`src/rtl/core/lla_pkg.sv`:
```
// Shared constants, codes and types of the life-like automaton generation block.
`timescale 1ns / 1ps

package lla_pkg;

  // Grid geometry.
  localparam int MAX_COLUMNS = 64;
  localparam int MAX_ROWS    = 64;
  localparam int COL_W       = $clog2(MAX_COLUMNS);
  localparam int ROW_W       = $clog2(MAX_ROWS);

  // Field and register widths.
  localparam int CNT_W   = 7;
  localparam int MASK_W  = 9;
  localparam int CFG_W   = 9;
  localparam int CFG_A_W = 2;
  localparam int GEN_W   = 32;

  // Configuration register indexes.
  localparam logic [CFG_A_W-1:0] CFG_COLUMN_COUNT = 2'd0;
  localparam logic [CFG_A_W-1:0] CFG_ROW_COUNT    = 2'd1;
  localparam logic [CFG_A_W-1:0] CFG_BIRTH_MASK   = 2'd2;
  localparam logic [CFG_A_W-1:0] CFG_SURVIVE_MASK = 2'd3;

  typedef enum logic [1:0] {
    FUNC_WRITE   = 2'd0,
    FUNC_ADVANCE = 2'd1,
    FUNC_READ    = 2'd2,
    FUNC_NONE    = 2'd3
  } func_e;

  typedef logic [MAX_COLUMNS-1:0] grid_row_t;

  // One read and one write request to the row-organized grid store.
  typedef struct packed {
    logic             rd_en;
    logic [ROW_W-1:0] rd_addr;
    logic             wr_en;
    logic [ROW_W-1:0] wr_addr;
    grid_row_t        wr_data;
  } grid_req_t;

endpackage

```
`src/rtl/core/lla_grid.sv`:
```
// Row-organized cell grid store with per-row valid bits.
`timescale 1ns / 1ps

module lla_grid
  import lla_pkg::*;
(
  input  logic      clk_i,
  input  logic      rst_ni,
  input  grid_req_t req_i,
  output grid_row_t rd_data_o
);

  grid_row_t             mem [MAX_ROWS];
  grid_row_t             rd_data_q;
  logic [MAX_ROWS-1:0]   row_valid_q;
  logic                  rd_valid_q;

  // A row that was never written reads as all dead cells.
  always_ff @(posedge clk_i) begin
    if (req_i.wr_en) begin
      mem[req_i.wr_addr] <= req_i.wr_data;
    end
    if (req_i.rd_en) begin
      rd_data_q <= mem[req_i.rd_addr];
    end
  end

  always_ff @(posedge clk_i or negedge rst_ni) begin
    if (!rst_ni) begin
      row_valid_q <= '0;
      rd_valid_q  <= 1'b0;
    end else begin
      if (req_i.rd_en) begin
        rd_valid_q <= row_valid_q[req_i.rd_addr];
      end
      if (req_i.wr_en) begin
        row_valid_q[req_i.wr_addr] <= 1'b1;
      end
    end
  end

  assign rd_data_o = rd_valid_q ? rd_data_q : '0;

endmodule

```
`config.mk`:
```
export PLATFORM = sky130hd
export DESIGN_NAME = lla_grid
export DESIGN_NICKNAME = d
export VERILOG_FILES = /design/src/rtl/core/lla_pkg.sv /design/src/rtl/core/lla_grid.sv
export SDC_FILE = /design/constraint.sdc
export NUM_CORES = 2
export LEC_CHECK = 0
export BUFFER_PORTS_ARGS = -buffer_cell sky130_fd_sc_hd__buf_2
export CORE_MARGIN = 2
export CORE_UTILIZATION = 29
export DETAILED_ROUTE_END_ITERATION = 16
export SYNTH_ARGS = -nofsm -noshare
export SYNTH_HDL_FRONTEND = slang
export SYNTH_SLANG_ARGS = --single-unit
```
`constraint.sdc`:
```
create_clock -name clk_i -period 2.1 [get_ports clk_i]
set_input_delay 0.21 -clock clk_i [delete_from_list [all_inputs] [get_ports clk_i]]
set_output_delay 0.21 -clock clk_i [all_outputs]
set_load 0.05 [all_outputs]
```
After elaboration in Yosys (flattened, before gate mapping)
Memory sizes are Yosys's and may differ from the RTL's. A register that Yosys moved wholly into a read port is not among the register bits.
Index checks and enable logic that the tools add are counted.

operators by class
  magnitude comparators = 3
  equality and inequality tests = 0
  div/mod/pow operators = 0
  add/subtract/negate cells = 0
  bitwise logic cells = 1
  shift-type cells = 0
  reductions and logical operators = 1
  multiplexer cells = 7
  multiply operators = 0

operators with widths
  kind                  number
  $mux W64              1
  $or A64 B64 Y64       1
  $lt A6 B7 Y1 const B  2
  $bmux W1 S6           1
  $demux W1 S6          1
  $ge A6 B1 Y1 const B  1
  $mux W1               4
  $logic_and A1 B1 Y1   1

storage, ports and cells
  bits in writable memories = 4096
  memories kept = 1
  word-level logic and storage cells = 15
  input bits = 80
  latch bits = 0
  bits in read-only memories = 0
  register bits after elaboration = 65

memory list
  name  depth  bits a word  read ports  clocked after memory_dff  wr ports  RTL line        text
  mem   64     64           1           1                         1         lla_grid.sv:13  grid_row_t mem [MAX_ROWS];

Depth between registers and ports, before layout
  depth after elaboration = 5
  gate-level depth with buffers = 9
  gate-level depth less buffers = 5

Worst setup path before layout
Ideal clock, no wire load.

  path type = input -> register
  start point = input port req_i[67] (netlist bit)
  end point = register row_valid_q[48]
  path slack = -3.738 ns
  arrival time = 5.746 ns
  stages on the path = 5
  required time = 2.008 ns
  setup time = 0.092 ns
  path through = clkbuf_1 nand4b_1 or2_2 nor3_1 or2_2

between the ends
  cells in the longest elaborated chain, start to end = 5
  elaborated cells on any way between the ends = 6
  classes of those cells = order compare (2); mux (2); bitwise (1); reduce/logical (1)

ends and longest elaborated chain
  element                                                             RTL line        text
  start: declaration                                                  lla_grid.sv:9   input grid_req_t req_i,
  $lt A6 B7 Y1 (implied by the code) or $ge A6 B1 Y1 (tied branches)  lla_grid.sv:37  row_valid_q[req_i.wr_addr] <= 1'b1;
  $logic_and A1 B1 Y1 (implied by the code)                           lla_grid.sv:37
  $mux W1 (implied by the code)                                       lla_grid.sv:37
  $demux W1 S6 *                                                      lla_grid.sv:37
  $or A64 B64 Y64 (no line) *                                         -
  end signal: assignment                                              lla_grid.sv:30  row_valid_q <= '0;
  end signal: indexed assignment                                      lla_grid.sv:37
  end: declaration                                                    lla_grid.sv:15  logic [MAX_ROWS-1:0] row_valid_q;

Every way passes the cells marked *; elsewhere a longest branch is shown, timed or not.
A chain may end at the register's enable or synchronous reset.

Final worst setup path
  start point = register rd_valid_q
  end point = output port rd_data_o[25]

between the ends
  cells in the longest elaborated chain, start to end = 1

ends and longest elaborated chain
  element                   RTL line        text
  start: declaration        lla_grid.sv:16  logic rd_valid_q;
  start signal: assignment  lla_grid.sv:34  rd_valid_q <= row_valid_q[req_i.rd_addr];
  $mux W64                  lla_grid.sv:42  assign rd_data_o = rd_valid_q ? rd_data_q : '0;
  end: declaration          lla_grid.sv:10  output grid_row_t rd_data_o

No other way between the ends.

==> impl_metrics.yaml <==
yosys:
  synth_cells: 6310
  synth-seq-area-share_pct: 79.2
  synth_edf_count: 4160
  yosysWarnings: 0
  synth_top_flop_cell: "edfxtp_1"
  netlist_area_mm2: 0.160
  synth.net_count: 6390
  yosysUniqueCellTypes: 29
  synth_area_per_cell_um2: 25.3
  async_flop_share_pct: 1.54
  ys_ff_latch: 4225
timing:
  max_freq_mhz: 407
  slew_viol_final: 0
  slew_headroom_pct: 22.7
  setup_violations: 65
  worst_pin_slew_ps: 1160
  period_share_pct: 117
  hold_violations: 0
  rsz0062_at_grt: "yes"
  setup_slack_ps: -359
  fin_skew_ps: 60.5
  period_minus_slack_ps: 2460
  whs_ps: 69.1
floorplanning:
  dieArea_mm2: 0.557
  die_w_um: 746
  design.core.area_mm2: 0.549
  start_util_pct: 29.1
  rows: 272
  die-height_um: 746
  io_pins: 144
routing:
  antenna_left: 0
  viasPerCell: 5.14
  first_iter_violations: 11700
  vias: 77500
  drt-total-wl_um: 480000
  dr.pass1.iters: 6
  post-route-drc-count: 0
  wl_per_cell_um: 31.8
worst_hold_path:
  holdPathStages: 6
  hp-start: "req_i[64]"
  min_path_type: "in2reg"
  min_to: "mem[62][49]"
clock_tree:
  root_buffer: "clkbuf_16"
  clock_latency_ps: 990
  h-tree-depth: 5
  clkTransAtPathRegs_ps: 60
  cts_tree: "done"
  cts_sinks: 4225
  cts_made_buffers: 410
  cts_buffer_depth: 4
final_layout:
  mostFrequentLayoutCell: "edfxtp_1"
  drive_gt1_share_pct: 39.4
  mostFrequentLayoutCells: "edfxtp_1 (4,160), mux4_2 (1,289), buf_12 (479)"
  fin_nets: 7554
  area_growth_pct: 22.7
run_status:
  violations: "negative setup slack"
  status: "complete, but fails checks"
power:
  pwr-share-seq_pct: 53.1
  p_comb_share_pct: 6.0
  vdd_drop_max_mv: 0.720
  p_sw_w: 0.0381
  static-leakage-power_nw: 61.3
  powerDensity_mw_per_mm2: 904
  p_clk_share_pct: 41.0
  intPower_w: 0.139
  p_sw_share_pct: 21.5
global_routing:
  grt_antenna_before_repair: 64
  grt.total_usage_pct: 16.7
  grt_pass1_wl_um: 652000
  grt_max_degree: 65
  overflow: 0
  grt_pass1_vias: 78300
setup_path:
  endpoint_kind: "output pin"
  cp.arrival_ps: 2250
  cp.depth: 4
  r2r-start: "mem[21][10]"
  cpLargestDelayFamily: "buffers and inverters"
  crit_buf_inv: 3
  crit_fanout: 9
  reg2regPathDepth: 5
  required_ps: 1890
  ff2ff_setup_slack_ps: -30
  worst-setup-path-type: "reg2out"
  crit_chain: "buf_16 > buf_12 > and2_1 > buf_6"
  r2r_end: "rd_data_q[10]"
  crit_path_max_incr_delay_ps: 510
  cp-start-kind: "register"
  cpMaxStageDelayCell: "dfrtp_4"
placement:
  io_buffers: 143
  hpwl_um: 286000
  dpl_worst_slack_ps: -823
  gp_congestion: 0.789
job:
  drv_cap: 0
[worst register-to-register path, cell delays in order, from the launching register on]
cell      delay, ps
edfxtp_1        370
mux4_2          480
mux4_2          590
a22oi_2         230
buf_6           150
nand2_4          50
[cells in the mapped netlist, types with 2 or more instances]
cell type | n | area share [%]
nand3b_1 | 2 | 0.0094
nand2b_1 | 3 | 0.012
buf_1 | 36 | 0.085
nor2b_1 | 7 | 0.027
dfrtp_1 | 65 | 1.0
a311oi_1 | 2 | 0.011
nand2_1 | 74 | 0.17
mux4_2 | 1289 | 18
a31oi_1 | 2 | 0.0078
or2_2 | 65 | 0.25
inv_1 | 3 | 0.0070
edfxtp_1 | 4160 | 78
nand3_1 | 10 | 0.031
buf_6 | 4 | 0.028
clkbuf_1 | 182 | 0.43
and2_1 | 65 | 0.25
a22oi_1 | 132 | 0.62
nor2_1 | 68 | 0.16
buf_2 | 111 | 0.35
mux2i_1 | 20 | 0.13
nor3_1 | 2 | 0.0063
[through the flow]
| stage | total power, W | cells | utilization (%) | instance area (um2) | TNS, ps |
|---|---|---|---|---|---|
| floorplan | 0.101 | 6310 | - | 160000 | -1582530 |
| global placement | 0.106 | 14200 | 33.0 | 181000 | -63200 |
| detailed placement | 0.106 | 14200 | 33.0 | 181000 | -80600 |
| CTS | 0.178 | 15100 | 35.7 | 196000 | -24000 |
| global route | 0.182 | 15100 | 35.7 | 196000 | -22060 |
| finish | 0.177 | 15100 | 35.7 | 196000 | -18840 |
[final cells by class]
| type | instances | area, um2 |
|---|---|---|
| Sequential cell | 4225 | 127000 |
| Tap cell | 7261 | 9080 |
| Clock buffer | 506 | 10800 |
| Fill cell | 49300 | 353000 |
| Antenna cell | 20 | 50.0 |
| Timing Repair Buffer | 1086 | 14500 |
| Clock inverter | 243 | 2400 |
| Multi-Input combinational cell | 1748 | 32600 |
| Inverter | 3 | 11.3 |
[sequential cells by signal, summed over array words and instances, names as in the netlist]
signal,flops
mem,4096
rd_data_q,64
rd_valid_q,1
row_valid_q,64
[power groups by stage]
stage,combinational (W),clock (W),sequential [W]
after floorplan,0.00537,0,0.0955
after global placement,0.00979,0,0.0958
after detailed placement,0.00997,0,0.0959
after CTS,0.0106,0.0735,0.0941
after global routing,0.0111,0.0768,0.0941
final,0.0106,0.0726,0.0941
[metal layers]
metal  vias up  share of wire, %  global-route usage, %
li1      30000                 -                      -
met1     42400                38                   22.1
met2      4293                49                   27.8
met3       780               9.8                   3.82
met4        24               3.1                   4.70
met5         -             0.031                      0
[cell families (layout without fill, tap and decap cells)]
logic type	Yosys count	after routing	synth area share [%]
flops	4225	4225	79.2
mux	1309	1309	18.3
buf+inv	337	1838	0.900
simple gates	300	300	0.948
compound gates	139	139	0.653
other cells	0	20	0
[how the worst max path moves through the flow]
| stage | from | end | slack (ps) |
|---|---|---|---|
| floorplan | req_i[67] | mem[48][0] | -760 |
| global placement | req_i[71] | rd_data_q[9] | -850 |
| detailed placement | req_i[71] | rd_data_q[3] | -820 |
| global route | rd_valid_q | rd_data_o[25] | -390 |
| CTS | rd_valid_q | rd_data_o[37] | -430 |
| finish | rd_valid_q | rd_data_o[25] | -360 |
[timing repair]
item | 4_1_cts | 5_1_grt
gates cloned | 2 | 3
resized for setup | 178 | 53
hold buffers | 76 | 0
setup endpoints to repair | 81 | 107
buffers inserted | 9 | 1
hold endpoints to repair | 4130 | 0
pin swaps | 6 | 4
No activity file was read; power rests on OpenSTA's default activity.
