### config.mk
export PLATFORM = sky130hd
export DESIGN_NAME = lla_rule
export DESIGN_NICKNAME = d
export VERILOG_FILES = /design/src/rtl/core/lla_pkg.sv /design/src/rtl/core/lla_rule.sv
export SDC_FILE = /design/constraint.sdc
export NUM_CORES = 1
export LEC_CHECK = 0
export ABC_AREA = 0
export BUFFER_PORTS_ARGS = -buffer_cell sky130_fd_sc_hd__buf_2
export CAP_MARGIN = 30
export CORE_ASPECT_RATIO = 0.5
export CORE_MARGIN = 2
export CORE_UTILIZATION = 45
export DETAILED_ROUTE_END_ITERATION = 8
export PLACE_DENSITY_LB_ADDON = 0.3
export SYNTH_ARGS = -nofsm -noshare
export SYNTH_HDL_FRONTEND = slang
export SYNTH_SLANG_ARGS = --single-unit
### constraint.sdc
create_clock -name vclk -period 7.5
set_input_delay 0.75 -clock vclk [all_inputs]
set_output_delay 0.75 -clock vclk [all_outputs]
set_load 0.1 [all_outputs]
### src/rtl/core/lla_pkg.sv
// Shared constants, codes and types of the life-like automaton generation block.
`timescale 1ns / 1ps

package lla_pkg;

  // Grid geometry.
  localparam int MAX_COLUMNS = 64;
  localparam int MAX_ROWS    = 64;
  localparam int COL_W       = $clog2(MAX_COLUMNS);
  localparam int ROW_W       = $clog2(MAX_ROWS);

  // Field and register widths.
  localparam int CNT_W   = 7;
  localparam int MASK_W  = 9;
  localparam int CFG_W   = 9;
  localparam int CFG_A_W = 2;
  localparam int GEN_W   = 32;

  // Configuration register indexes.
  localparam logic [CFG_A_W-1:0] CFG_COLUMN_COUNT = 2'd0;
  localparam logic [CFG_A_W-1:0] CFG_ROW_COUNT    = 2'd1;
  localparam logic [CFG_A_W-1:0] CFG_BIRTH_MASK   = 2'd2;
  localparam logic [CFG_A_W-1:0] CFG_SURVIVE_MASK = 2'd3;

  typedef enum logic [1:0] {
    FUNC_WRITE   = 2'd0,
    FUNC_ADVANCE = 2'd1,
    FUNC_READ    = 2'd2,
    FUNC_NONE    = 2'd3
  } func_e;

  typedef logic [MAX_COLUMNS-1:0] grid_row_t;

  // One read and one write request to the row-organized grid store.
  typedef struct packed {
    logic             rd_en;
    logic [ROW_W-1:0] rd_addr;
    logic             wr_en;
    logic [ROW_W-1:0] wr_addr;
    grid_row_t        wr_data;
  } grid_req_t;

endpackage

### src/rtl/core/lla_rule.sv
// Shared neighbor counter and birth/survive rule unit for one cell.
`timescale 1ns / 1ps

module lla_rule
  import lla_pkg::*;
(
  input  grid_row_t         row_above_i,
  input  grid_row_t         row_mid_i,
  input  grid_row_t         row_below_i,
  input  logic [COL_W-1:0]  col_i,
  input  logic [COL_W-1:0]  col_last_i,
  input  logic [MASK_W-1:0] birth_mask_i,
  input  logic [MASK_W-1:0] survive_mask_i,
  output logic              cell_o
);

  logic [COL_W-1:0]  col_left;
  logic [COL_W-1:0]  col_right;
  logic [7:0]        nbr;
  logic [3:0]        nbr_cnt;
  logic [MASK_W-1:0] mask;

  // Neighbor columns wrap around the edges of the area in use.
  assign col_left  = (col_i == '0) ? col_last_i : col_i - COL_W'(1);
  assign col_right = (col_i == col_last_i) ? '0 : col_i + COL_W'(1);

  assign nbr = {row_above_i[col_left], row_above_i[col_i], row_above_i[col_right],
                row_mid_i[col_left], row_mid_i[col_right],
                row_below_i[col_left], row_below_i[col_i], row_below_i[col_right]};

  always_comb begin
    nbr_cnt = '0;
    for (int i = 0; i < 8; i++) begin
      nbr_cnt = nbr_cnt + {3'b000, nbr[i]};
    end
  end

  assign mask   = row_mid_i[col_i] ? survive_mask_i : birth_mask_i;
  assign cell_o = mask[nbr_cnt];

endmodule

# [Yosys cells after proc, flatten, opt, wreduce, memory -nomap -nowiden]
# Index checks and enable logic that the tools add are counted.
[totals] wordCells=38 inputBits=222 ff_bits=0 out_inout_bits=1
[op_classes] n_reduce_logical=1 addsub=9 n_eq_ne=1 n_mux=23 magnitude_cmp=4
[ops] operator="$bmux 1 s6" n=9
[ops] operator="$lt 6x7->1 const B" n=3
[ops] operator="$add 4x1->4" n=4
[ops] operator="$mux 6" n=2
[ops] operator="$mux 1" n=10
[ops] operator="$mux 9" n=1
[ops] operator="$add 6x1->6 const B" n=1
[ops] operator="$eq 6x6->1" n=1
[ops] operator="$logic_not 6->1" n=1
[ops] operator="$sub 6x1->6 const B" n=1
[ops] operator="$lt 4x5->1 const B" n=1
[ops] operator="$add 3x1->4" n=1
[ops] operator="$bmux 1 s4" n=1
[ops] operator="$add 2x1->3" n=1
[ops] operator="$add 1x1->2" n=1

# [Longest topological paths before layout]
# Gate-level depths: netlist (run 1).
[depth] depth_word=13 ltp_mapped=27 depth_no_buf=22

# [Least setup slack after synthesis (run 1)]
# No wires, ideal clock.
[synth_timing] kind="in2out" startpoint="in col_i[0]" endpoint="out cell_o" path_buffers=3 path_slack_ns=-0.388 arrival_time_ns=7.138 path_stages=17 required_time_ns=6.750 cell_sequence="buf_4 buf_4 buf_1 mux4_2 mux4_2 mux4_2 fa_1 inv_1 fa_1 inv_1 fa_1 ha_1 inv_1 fa_1 mux4_2 mux2i_1 o211ai_1"
[synth_between] elab_chain_cells=13 word_cells_on_any_way=34 cone_classes="9 x add/sub; 1 x eq/ne; 23 x mux; 1 x reduce/logical"
[synth_rtl] item="start, declared" line_no="lla_rule.sv:10" rtl="input logic [COL_W-1:0] col_i,"
[synth_rtl] item="$add 6x1->6 / $eq 6x6->1 (equally long branches)" line_no="lla_rule.sv:25" rtl="assign col_right = (col_i == col_last_i) ? '0 : col_i + COL_W'(1);"
[synth_rtl] item="$mux 6" line_no="lla_rule.sv:25"
[synth_rtl] item="$bmux 1 s6" line_no="lla_rule.sv:29" rtl="row_below_i[col_left], row_below_i[col_i], row_below_i[col_right]};"
[synth_rtl] item="$mux 1 (not written as such)" line_no="lla_rule.sv:29"
[synth_rtl] item="$add 1x1->2" line_no="lla_rule.sv:34" rtl="nbr_cnt = nbr_cnt + {3'b000, nbr[i]};"
[synth_rtl] item="$add 2x1->3" line_no="lla_rule.sv:34"
[synth_rtl] item="$add 3x1->4" line_no="lla_rule.sv:34"
[synth_rtl] item="$add 4x1->4 (4 in series)" line_no="lla_rule.sv:34"
[synth_rtl] item="$bmux 1 s4 (*)" line_no="lla_rule.sv:39" rtl="assign cell_o = mask[nbr_cnt];"
[synth_rtl] item="$mux 1 (not written as such) (*)" line_no="lla_rule.sv:39"
[synth_rtl] item="end, declared" line_no="lla_rule.sv:14" rtl="output logic cell_o"
# Mark *: on every way between the ends. The rest lies on a longest branch, timed or not. The select of a mux whose other input is x is not followed.

# [Worst setup path in the final report (run 1)]
[layout_timing] startpoint="in col_i[2]" endpoint="out cell_o"
# The elaborated chain is that of the path after synthesis.

==> results of run 1 <==
critical path: stages:
cell	delay (ps)
buf_2	230
xor2_1	180
nor2_1	90
and3_1	280
nor2_4	460
buf_12	240
o22ai_1	100
a22oi_1	210
o221ai_1	150
a22oi_1	220
o221ai_1	180
fa_1	510
inv_1	50
fa_1	500
inv_1	60
fa_1	490
ha_1	160
inv_1	50
fa_1	560
mux4_2	310
mux2i_1	160
o211ai_1	160
buf_12	200
cell type report:
class / instances / area share
Tap cell: 165 / 0.0299
Timing Repair Buffer: 247 / 0.198
Inverter: 9 / 0.00490
Multi-Input combinational cell: 451 / 0.768
placed cells by master (no fill, tap or decap), types with 4 or more instances in the layout:
cell / instances
buf_4: 21
nor2_1: 19
buf_2: 221
mux4_2: 107
mux2_2: 15
o22ai_1: 26
xor2_1: 7
buf_12: 5
nand3_1: 5
nand2_1: 17
o221ai_1: 8
a22oi_1: 10
xnor2_1: 4
nor2b_1: 13
ha_1: 5
inv_1: 9
a211oi_1: 26
o21ai_0: 12
nor3_1: 9
fa_1: 4
nand2b_1: 4
a22o_1: 6
mux2i_1: 126
report_power, final:
part           internal [mW]  leakage [nW]  total [mW]  switching [mW]
clock network              0             0           0               0
registers                  0             0           0               0
logic                  0.480          3.01        1.04           0.557
routing by layer:
| layer | GRT usage | wire length, microns |
|---|---|---|
| met1 | 0.405 | 8140 |
| met2 | 0.479 | 9120 |
| met3 | 0.0355 | 1860 |
| met4 | 0.0589 | 291 |
| met5 | 0 | 0 |
logic make-up after synthesis:
family                     share of synthesized area
buffers and inverters                         0.0613
AOI/OAI and AO/OA                              0.127
adders and majority gates                     0.0256
xor gates and xnor gates                      0.0173
muxes                                          0.698
and+or+nand+nor                               0.0714
metrics by stage:
| stage | cells | utilization |
|---|---|---|
| 6_report | 872 | 0.578 |
| 5_1_grt | 872 | 0.578 |
| 4_1_cts | 871 | 0.577 |
| 3_5_place_dp | 871 | 0.577 |
| 3_3_place_gp | 870 | 0.576 |
| 2_1_floorplan | 521 | - |
worst max-delay path by stage:
stage                         from     end  cells past startpoint
final                     col_i[2]  cell_o                     23
after global routing      col_i[2]  cell_o                     23
after CTS                 col_i[2]  cell_o                     23
after detailed placement  col_i[0]  cell_o                     22
after global placement    col_i[0]  cell_o                     22
after floorplan           col_i[1]  cell_o                     23
==> results.ini, run 1 <==
[drt]
wire_per_inst_microns = 22.3
postRouteAntennaNets = 0
dr.first_iter.drc_count = 539
via_count = 5811
drtPass1Iterations = 5
drc = 0
drt_wl_total_mm = 19.4
vias_per_cell = 6.66

[place]
dp_hpwl_mm = 15.6
gp_congestion = 0.894
place_ws_ps = 459
place_area_sq_um = 6890
port_buffers = 223

[clock_tree]
cts_resized = 0
cts_setup_buffers = 0
cts_hold_buf = 0

[cells_and_area]
fillers = 1044
nClkBuffers = 0
design_area_sq_um = 6900
seqCellArea_sq_um = 0
multi_input_area_sq_um = 5300
fin_nets = 940
diodes = 0
syn_to_final_growth_pct = 23.7
drive_above_1_share = 0.537
seq_cells = 0

[sta]
final_max_slew_viol_count = 0
tightest_slew_ps = 944
setup_viol_count_final = 0
slew_headroom = 0.366
rsz0062_at_grt = no
layout_min_cycle_time_ps = 7090
fmax_mhz = 141
period_share = 0.945
finalWorstSetupSlack_ps = 414
hold_viol = 0
fin_tns_setup_ps = 0
holdWs_ps = 2120

[global_route]
track_usage = 0.286
grt_start_max_net_pins = 52
antenna_found_initial = 0
grt_overflow = 0
grt_pass1_vias = 5907
grt_pass1_wl_mm = 30.3

[floorplan]
core_area_sq_um = 11900
initial_core_util = 0.467
die-area_sq_um = 13400
ios = 223
die_h_microns = 82.7
die_w_microns = 161
num_rows = 28

[yosys]
syn_inst = 521
syn-cell-area_sq_um = 5580
synth_top_area_cell = mux4_2
ys_types = 44
synth_top_area_share = 0.432
synth_area_leaders = mux4_2 (43%), mux2i_1 (23%), a211oi_1 (3.5%), mux2_2 (3.0%), o22ai_1 (2.9%)
yosysMostFrequentCell = mux2i_1
synth_area_per_cell_sq_um = 10.7
yosysWarnings = 0
synth_seq_area_share = 0
yosys-top-cells-count = mux2i_1 (126), mux4_2 (107), buf_2 (27), a211oi_1 (26), o22ai_1 (26)
syn_nets = 752

[power_and_ir_drop]
power_mw = 1.04
power_density_nw_per_um2 = 150
ir_drop_mv = 0.821
cellLeakagePower_nw = 3.01

[worst_hold_path]
min_from = survive_mask_i[8]
worst_hold_path.endpoint = cell_o
whs_path_depth = 5
min_path_type = in2out

[setup_path]
crit_fanout = 29
cp.arrival_ps = 6340
worst_setup_path_end_kind = output pin
crit_type = in2out
startpoint_type = input port
required_ps = 6750

[status]
status = finished clean

[job]
maxCapViolations = 0

(Power assumes the default switching activity.)
==> run 2, diff against run 1 <==
- BUFFER_PORTS_ARGS: -buffer_cell sky130_fd_sc_hd__buf_2 -> -buffer_cell sky130_fd_sc_hd__buf_4
==> run 2 against run 1 <==
Net effect:
- setup slack got worse by 74 ps
- sequential share of layout area stayed put
- design area up 7.9%
- first-iteration DRC count down 4.3%
- total power shrank 1.0%
- global-route usage is 1.5 points higher
- count of clock-buffer cells in the layout did not move
- cell count did not move
- largest cell class unchanged
- core utilization up 4.6 points
==> results.ini, run 2 (synthesis results as in run 1) <==
[floorplan]
ios = 223  ; unchanged
die-area_sq_um = 13400  ; unchanged
core_area_sq_um = 11900  ; unchanged
initial_core_util = 0.467  ; unchanged
die_h_microns = 82.7  ; unchanged
die_w_microns = 161  ; unchanged
num_rows = 28  ; unchanged

[setup_path]
cp.arrival_ps = 6410  ; was 6340 ps
crit_fanout = 34  ; was 29
startpoint_type = input port  ; unchanged
crit_chain = buf_4 > ha_1 > xnor2_1 > a31oi_4 > clkbuf_16 > mux2i_1 > o22ai_1 > a22oi_1 > o221ai_1 > a22oi_1 > o221ai_1 > fa_1 > inv_1 > fa_1 > inv_1 > fa_1 > ha_1 > inv_1 > fa_1 > mux4_2 > mux2i_1 > o211ai_1 > buf_4  ; was buf_2 > xor2_1 > nor2_1 > and3_1 > nor2_4 > buf_12 > o22ai_1 > a22oi_1 > o221ai_1 > a22oi_1 > o221ai_1 > fa_1 > inv_1 > fa_1 > inv_1 > fa_1 > ha_1 > inv_1 > fa_1 > mux4_2 > mux2i_1 > o211ai_1 > buf_12
slowest_delay_ps = 570  ; was 560 ps
crit_type = in2out  ; unchanged
worst_setup_path_end_kind = output pin  ; unchanged
required_ps = 6750  ; about the same
crit_slowest_cell = fa_1  ; unchanged
cp_common_cell = fa_1  ; unchanged

[sta]
period_share = 0.955  ; was 0.945
slew_headroom = 0.303  ; was 0.366
rsz0062_at_grt = no  ; unchanged
setup_viol_count_final = 0  ; unchanged
final_max_slew_viol_count = 0  ; unchanged
hold_viol = 0  ; unchanged
fin_tns_setup_ps = 0  ; unchanged
fmax_mhz = 140  ; was 141 MHz
layout_min_cycle_time_ps = 7160  ; was 7090 ps
tightest_slew_ps = 1050  ; was 944 ps
holdWs_ps = 2150  ; was 2120 ps

[place]
dp_hpwl_mm = 16.1  ; was 15.6 mm
gp_congestion = 0.894  ; about the same
dp_cells = 871  ; unchanged
port_buffers = 223  ; unchanged

[cells_and_area]
stdcell_count = 872  ; unchanged
nClkBuffers = 0  ; unchanged
seqCellArea_sq_um = 0  ; unchanged
fin_nets = 940  ; unchanged
drive_above_1_share = 0.537  ; unchanged
final_common_cell = buf_4  ; was buf_2
seq_cells = 0  ; unchanged
syn_to_final_growth_pct = 33.5  ; was 23.7%
diodes = 0  ; unchanged
final_cell_mix = buf_4 (242), mux2i_1 (126), mux4_2 (107)  ; was buf_2 (221), mux2i_1 (126), mux4_2 (107)

[power_and_ir_drop]
cellLeakagePower_nw = 3.20  ; was 3.01 nW
power_frac_comb = 1.000  ; about the same
ir_drop_mv = 0.773  ; was 0.821 mV
internal_power_uw = 467  ; was 480 uW
power_frac_seq = 0  ; about the same
p_sw_uw = 559  ; was 557 uW
power_density_nw_per_um2 = 138  ; was 150 nW/um^2
swShare = 0.545  ; was 0.537
clkPwrFrac = 0  ; about the same

[global_route]
grt_start_max_net_pins = 69  ; was 52
grt_pass1_vias = 5963  ; was 5,907
track_usage = 0.301  ; was 0.286
grt_pass1_wl_mm = 31.9  ; was 30.3 mm
grt_overflow = 0  ; unchanged
antenna_found_initial = 0  ; unchanged

[clock_tree]
cts_hold_buf = 0  ; unchanged
cts_resized = 0  ; unchanged
cts_setup_buffers = 0  ; unchanged

[drt]
drtPass1Iterations = 6  ; was 5
dr.first_iter.drc_count = 516  ; was 539
vias_per_cell = 6.75  ; was 6.66
postRouteAntennaNets = 0  ; unchanged
wire_per_inst_microns = 23.4  ; was 22.3 microns
drc = 0  ; unchanged
drt_wl_total_mm = 20.4  ; was 19.4 mm
via_count = 5886  ; was 5,811

[status]
status = finished clean  ; unchanged

[job]
maxCapViolations = 0  ; unchanged

[worst_hold_path]
min_path_type = in2out  ; unchanged

==> run 2: changes by cell type in the layout (fill, tap and decap cells not counted) <==
| cell | previous run | this run |
|---|---|---|
| buf_2 | 221 | 0 |
| buf_12 | 5 | 2 |
| buf_4 | 21 | 242 |
| clkbuf_16 | 0 | 1 |
| buf_6 | 0 | 1 |
| buf_8 | 0 | 1 |
==> run 2: power by group through the flow <==
| stage | sequential (mW) | clock (mW) | combinational, mW |
|---|---|---|---|
| floorplan | 0 | 0 | 0.728 |
| global route | 0 | 0 | 1.09 |
| finish | 0 | 0 | 1.03 |
| CTS | 0 | 0 | 1.01 |
| detailed placement | 0 | 0 | 1.01 |
| global placement | 0 | 0 | 0.982 |
==> run 2: worst max-delay path: cells and delay by family <==
| family | cells | cell delay (ps) |
|---|---|---|
| adder cells (fa/ha/maj) | 6 | 2510 |
| AO/OA/AOI/OAI | 7 | 1280 |
| buffers and inverters | 6 | 980 |
| multiplexers | 3 | 730 |
| XOR/XNOR | 1 | 110 |
==> run 2: area by class of cell <==
type | instances | area [sq um]
fillers | 983 | 4500
inverters | 9 | 33.8
multi-input cells | 451 | 5300
well taps | 165 | 206
repair buffers | 247 | 1910
==> run 2: path summary, 6_finish.rpt <==
kind	start	to	cells past startpoint
max	col_i[0]	cell_o	23
min	survive_mask_i[8]	cell_o	5
==> run 2: per-stage QoR <==
stage	area, sq um	utilization	power, mW	setup slack [ps]
2_1_floorplan	5690	-	0.728	14.9
3_3_place_gp	7410	0.620	0.982	583
3_5_place_dp	7430	0.622	1.01	350
4_1_cts	7430	0.622	1.01	353
5_1_grt	7440	0.623	1.09	7.07
6_report	7440	0.623	1.03	340
==> run 2: per-layer routing <==
metal,GRT usage,part of all wire,vias up
li1,-,-,2577
met1,0.405,0.41,2919
met2,0.530,0.48,360
met3,0.0514,0.098,30
met4,0.0446,0.014,0
met5,0,0,-
==> run 3, diff against run 2 <==
- REMOVE_ABC_BUFFERS: not set -> 1
==> run 3 against run 2 <==
Net effect:
- die area unchanged
- combinational power about the same
- highest routed layer unchanged
- largest cell class unchanged
- design area increased by 0.71%
- global-route usage decreased by 1.3 points
- largest power group unchanged
- wire length decreased by 2.5%
- count of clock-buffer cells in the layout unchanged
- core utilization increased by 0.44 points
- first-iteration DRC count increased by 5.6%
==> results.ini, run 3 (synthesis results as in run 1) <==
[status]
status = finished clean  ; unchanged

[place]
gp_congestion = 0.934  ; was 0.894
dp_hpwl_mm = 16.0  ; was 16.1 mm
place_ws_ps = 340  ; was 350 ps
port_buffers = 223  ; unchanged

[global_route]
track_usage = 0.288  ; was 0.301
antenna_found_initial = 0  ; unchanged
grt_start_max_net_pins = 53  ; was 69
grt_pass1_vias = 5717  ; was 5,963
grt_pass1_wl_mm = 30.3  ; was 31.9 mm
grt_overflow = 0  ; unchanged

[setup_path]
required_ps = 6750  ; about the same
crit_fanout = 17  ; was 34
startpoint_type = input port  ; unchanged
worst_setup_path_end_kind = output pin  ; unchanged
crit_type = in2out  ; unchanged
cp.arrival_ps = 6440  ; was 6410 ps

[drt]
wire_per_inst_microns = 22.6  ; was 23.4 microns
vias_per_cell = 6.64  ; was 6.75
via_count = 5821  ; was 5,886
postRouteAntennaNets = 0  ; unchanged
drtPass1Iterations = 5  ; was 6
drt_wl_total_mm = 19.9  ; was 20.4 mm
dr.first_iter.drc_count = 545  ; was 516
drc = 0  ; unchanged

[power_and_ir_drop]
power_frac_seq = 0  ; about the same
p_sw_uw = 546  ; was 559 uW
ir_drop_mv = 0.779  ; was 0.773 mV
power_density_nw_per_um2 = 135  ; was 138 nW/um^2
cellLeakagePower_nw = 3.23  ; was 3.20 nW
clkPwrFrac = 0  ; about the same
power_frac_comb = 1.000  ; about the same
internal_power_uw = 467  ; about the same
swShare = 0.539  ; was 0.545

[cells_and_area]
drive_above_1_share = 0.541  ; was 0.537
syn_to_final_growth_pct = 34.4  ; was 33.5%
nClkBuffers = 0  ; unchanged
fillers = 980  ; was 983
final_common_cell = buf_4  ; unchanged
fin_nets = 945  ; was 940
seq_cells = 0  ; unchanged
postLayoutCoreUtil = 0.627  ; was 0.623
seqCellArea_sq_um = 0  ; unchanged
diodes = 0  ; unchanged
final_cell_mix = buf_4 (245), mux2i_1 (126), mux4_2 (107)  ; was buf_4 (242), mux2i_1 (126), mux4_2 (107)

[sta]
setup_viol_count_final = 0  ; unchanged
slew_headroom = 0.282  ; was 0.303
tightest_slew_ps = 1080  ; was 1050 ps
fin_tns_setup_ps = 0  ; unchanged
finalWorstSetupSlack_ps = 308  ; was 340 ps
period_share = 0.959  ; was 0.955
layout_min_cycle_time_ps = 7190  ; was 7160 ps
hold_viol = 0  ; unchanged
fmax_mhz = 139  ; was 140 MHz
rsz0062_at_grt = no  ; unchanged
final_max_slew_viol_count = 0  ; unchanged

[floorplan]
core_area_sq_um = 11900  ; unchanged
initial_core_util = 0.467  ; unchanged
num_rows = 28  ; unchanged
die_w_microns = 161  ; unchanged
die_h_microns = 82.7  ; unchanged
ios = 223  ; unchanged
die-area_sq_um = 13400  ; unchanged

[job]
maxCapViolations = 0  ; unchanged

[worst_hold_path]
min_path_type = in2out  ; unchanged

[clock_tree]
cts_resized = 0  ; unchanged

## run 3: power by group through the flow
stage	registers (mW)	logic, mW	clock network [mW]
after floorplan	0	0.726	0
after global placement	0	0.980	0
after detailed placement	0	1.01	0
after CTS	0	1.01	0
after global routing	0	1.08	0
final	0	1.01	0
## run 3: final timing paths
check | cells after the start | startpoint | slack, ps | endpoint
worst max-delay path | 22 | col_i[1] | 310 | cell_o
worst min-delay path | 5 | survive_mask_i[8] | 2150 | cell_o
## run 3: layer usage
metal,GRT usage,share of wire,vias up,routed length (microns)
li1,-,-,2586,-
met1,0.422,0.43,2886,8470
met2,0.482,0.47,333,9420
met3,0.0330,0.092,16,1840
met4,0.0250,0.0072,0,143
met5,0,0,-,0
## run 3: cell type report
type | count | area [sq um] | area share
Timing Repair Buffer | 251 | 1950 | 0.261
Tap cell | 165 | 206 | 0.0275
Multi-Input combinational cell | 452 | 5300 | 0.707
Inverter | 9 | 33.8 | 0.00451
## run 3: repair_timing
action | in CTS | in global routing
endpoints found under the setup margin | 0 | 1
setup buffers | 0 | 0
hold buffers | 0 | 0
## run 3: stage by stage
step                      hold slack (ps)  power (mW)  instances  area [sq um]
after floorplan                      2510       0.726        460          5270
after global placement               2150       0.980        874          7450
after detailed placement             2150        1.01        875          7480
after CTS                            2160        1.01        875          7480
after global routing                 2170        1.08        877          7500
final                                2150        1.01        877          7500
## run 3: worst max-delay path: stages
cell and delay, ps:
buf_4 250, ha_1 250, xnor2_1 110, a31oi_4 200, buf_4 310, mux2_2 360
o21ai_0 320, o221ai_1 190, a22oi_1 220, o221ai_1 180, fa_1 560, inv_1 60
fa_1 470, inv_1 50, fa_1 480, ha_1 160, inv_1 60, fa_1 610
nor4bb_1 310, nand3_1 110, o211ai_1 100, buf_4 320
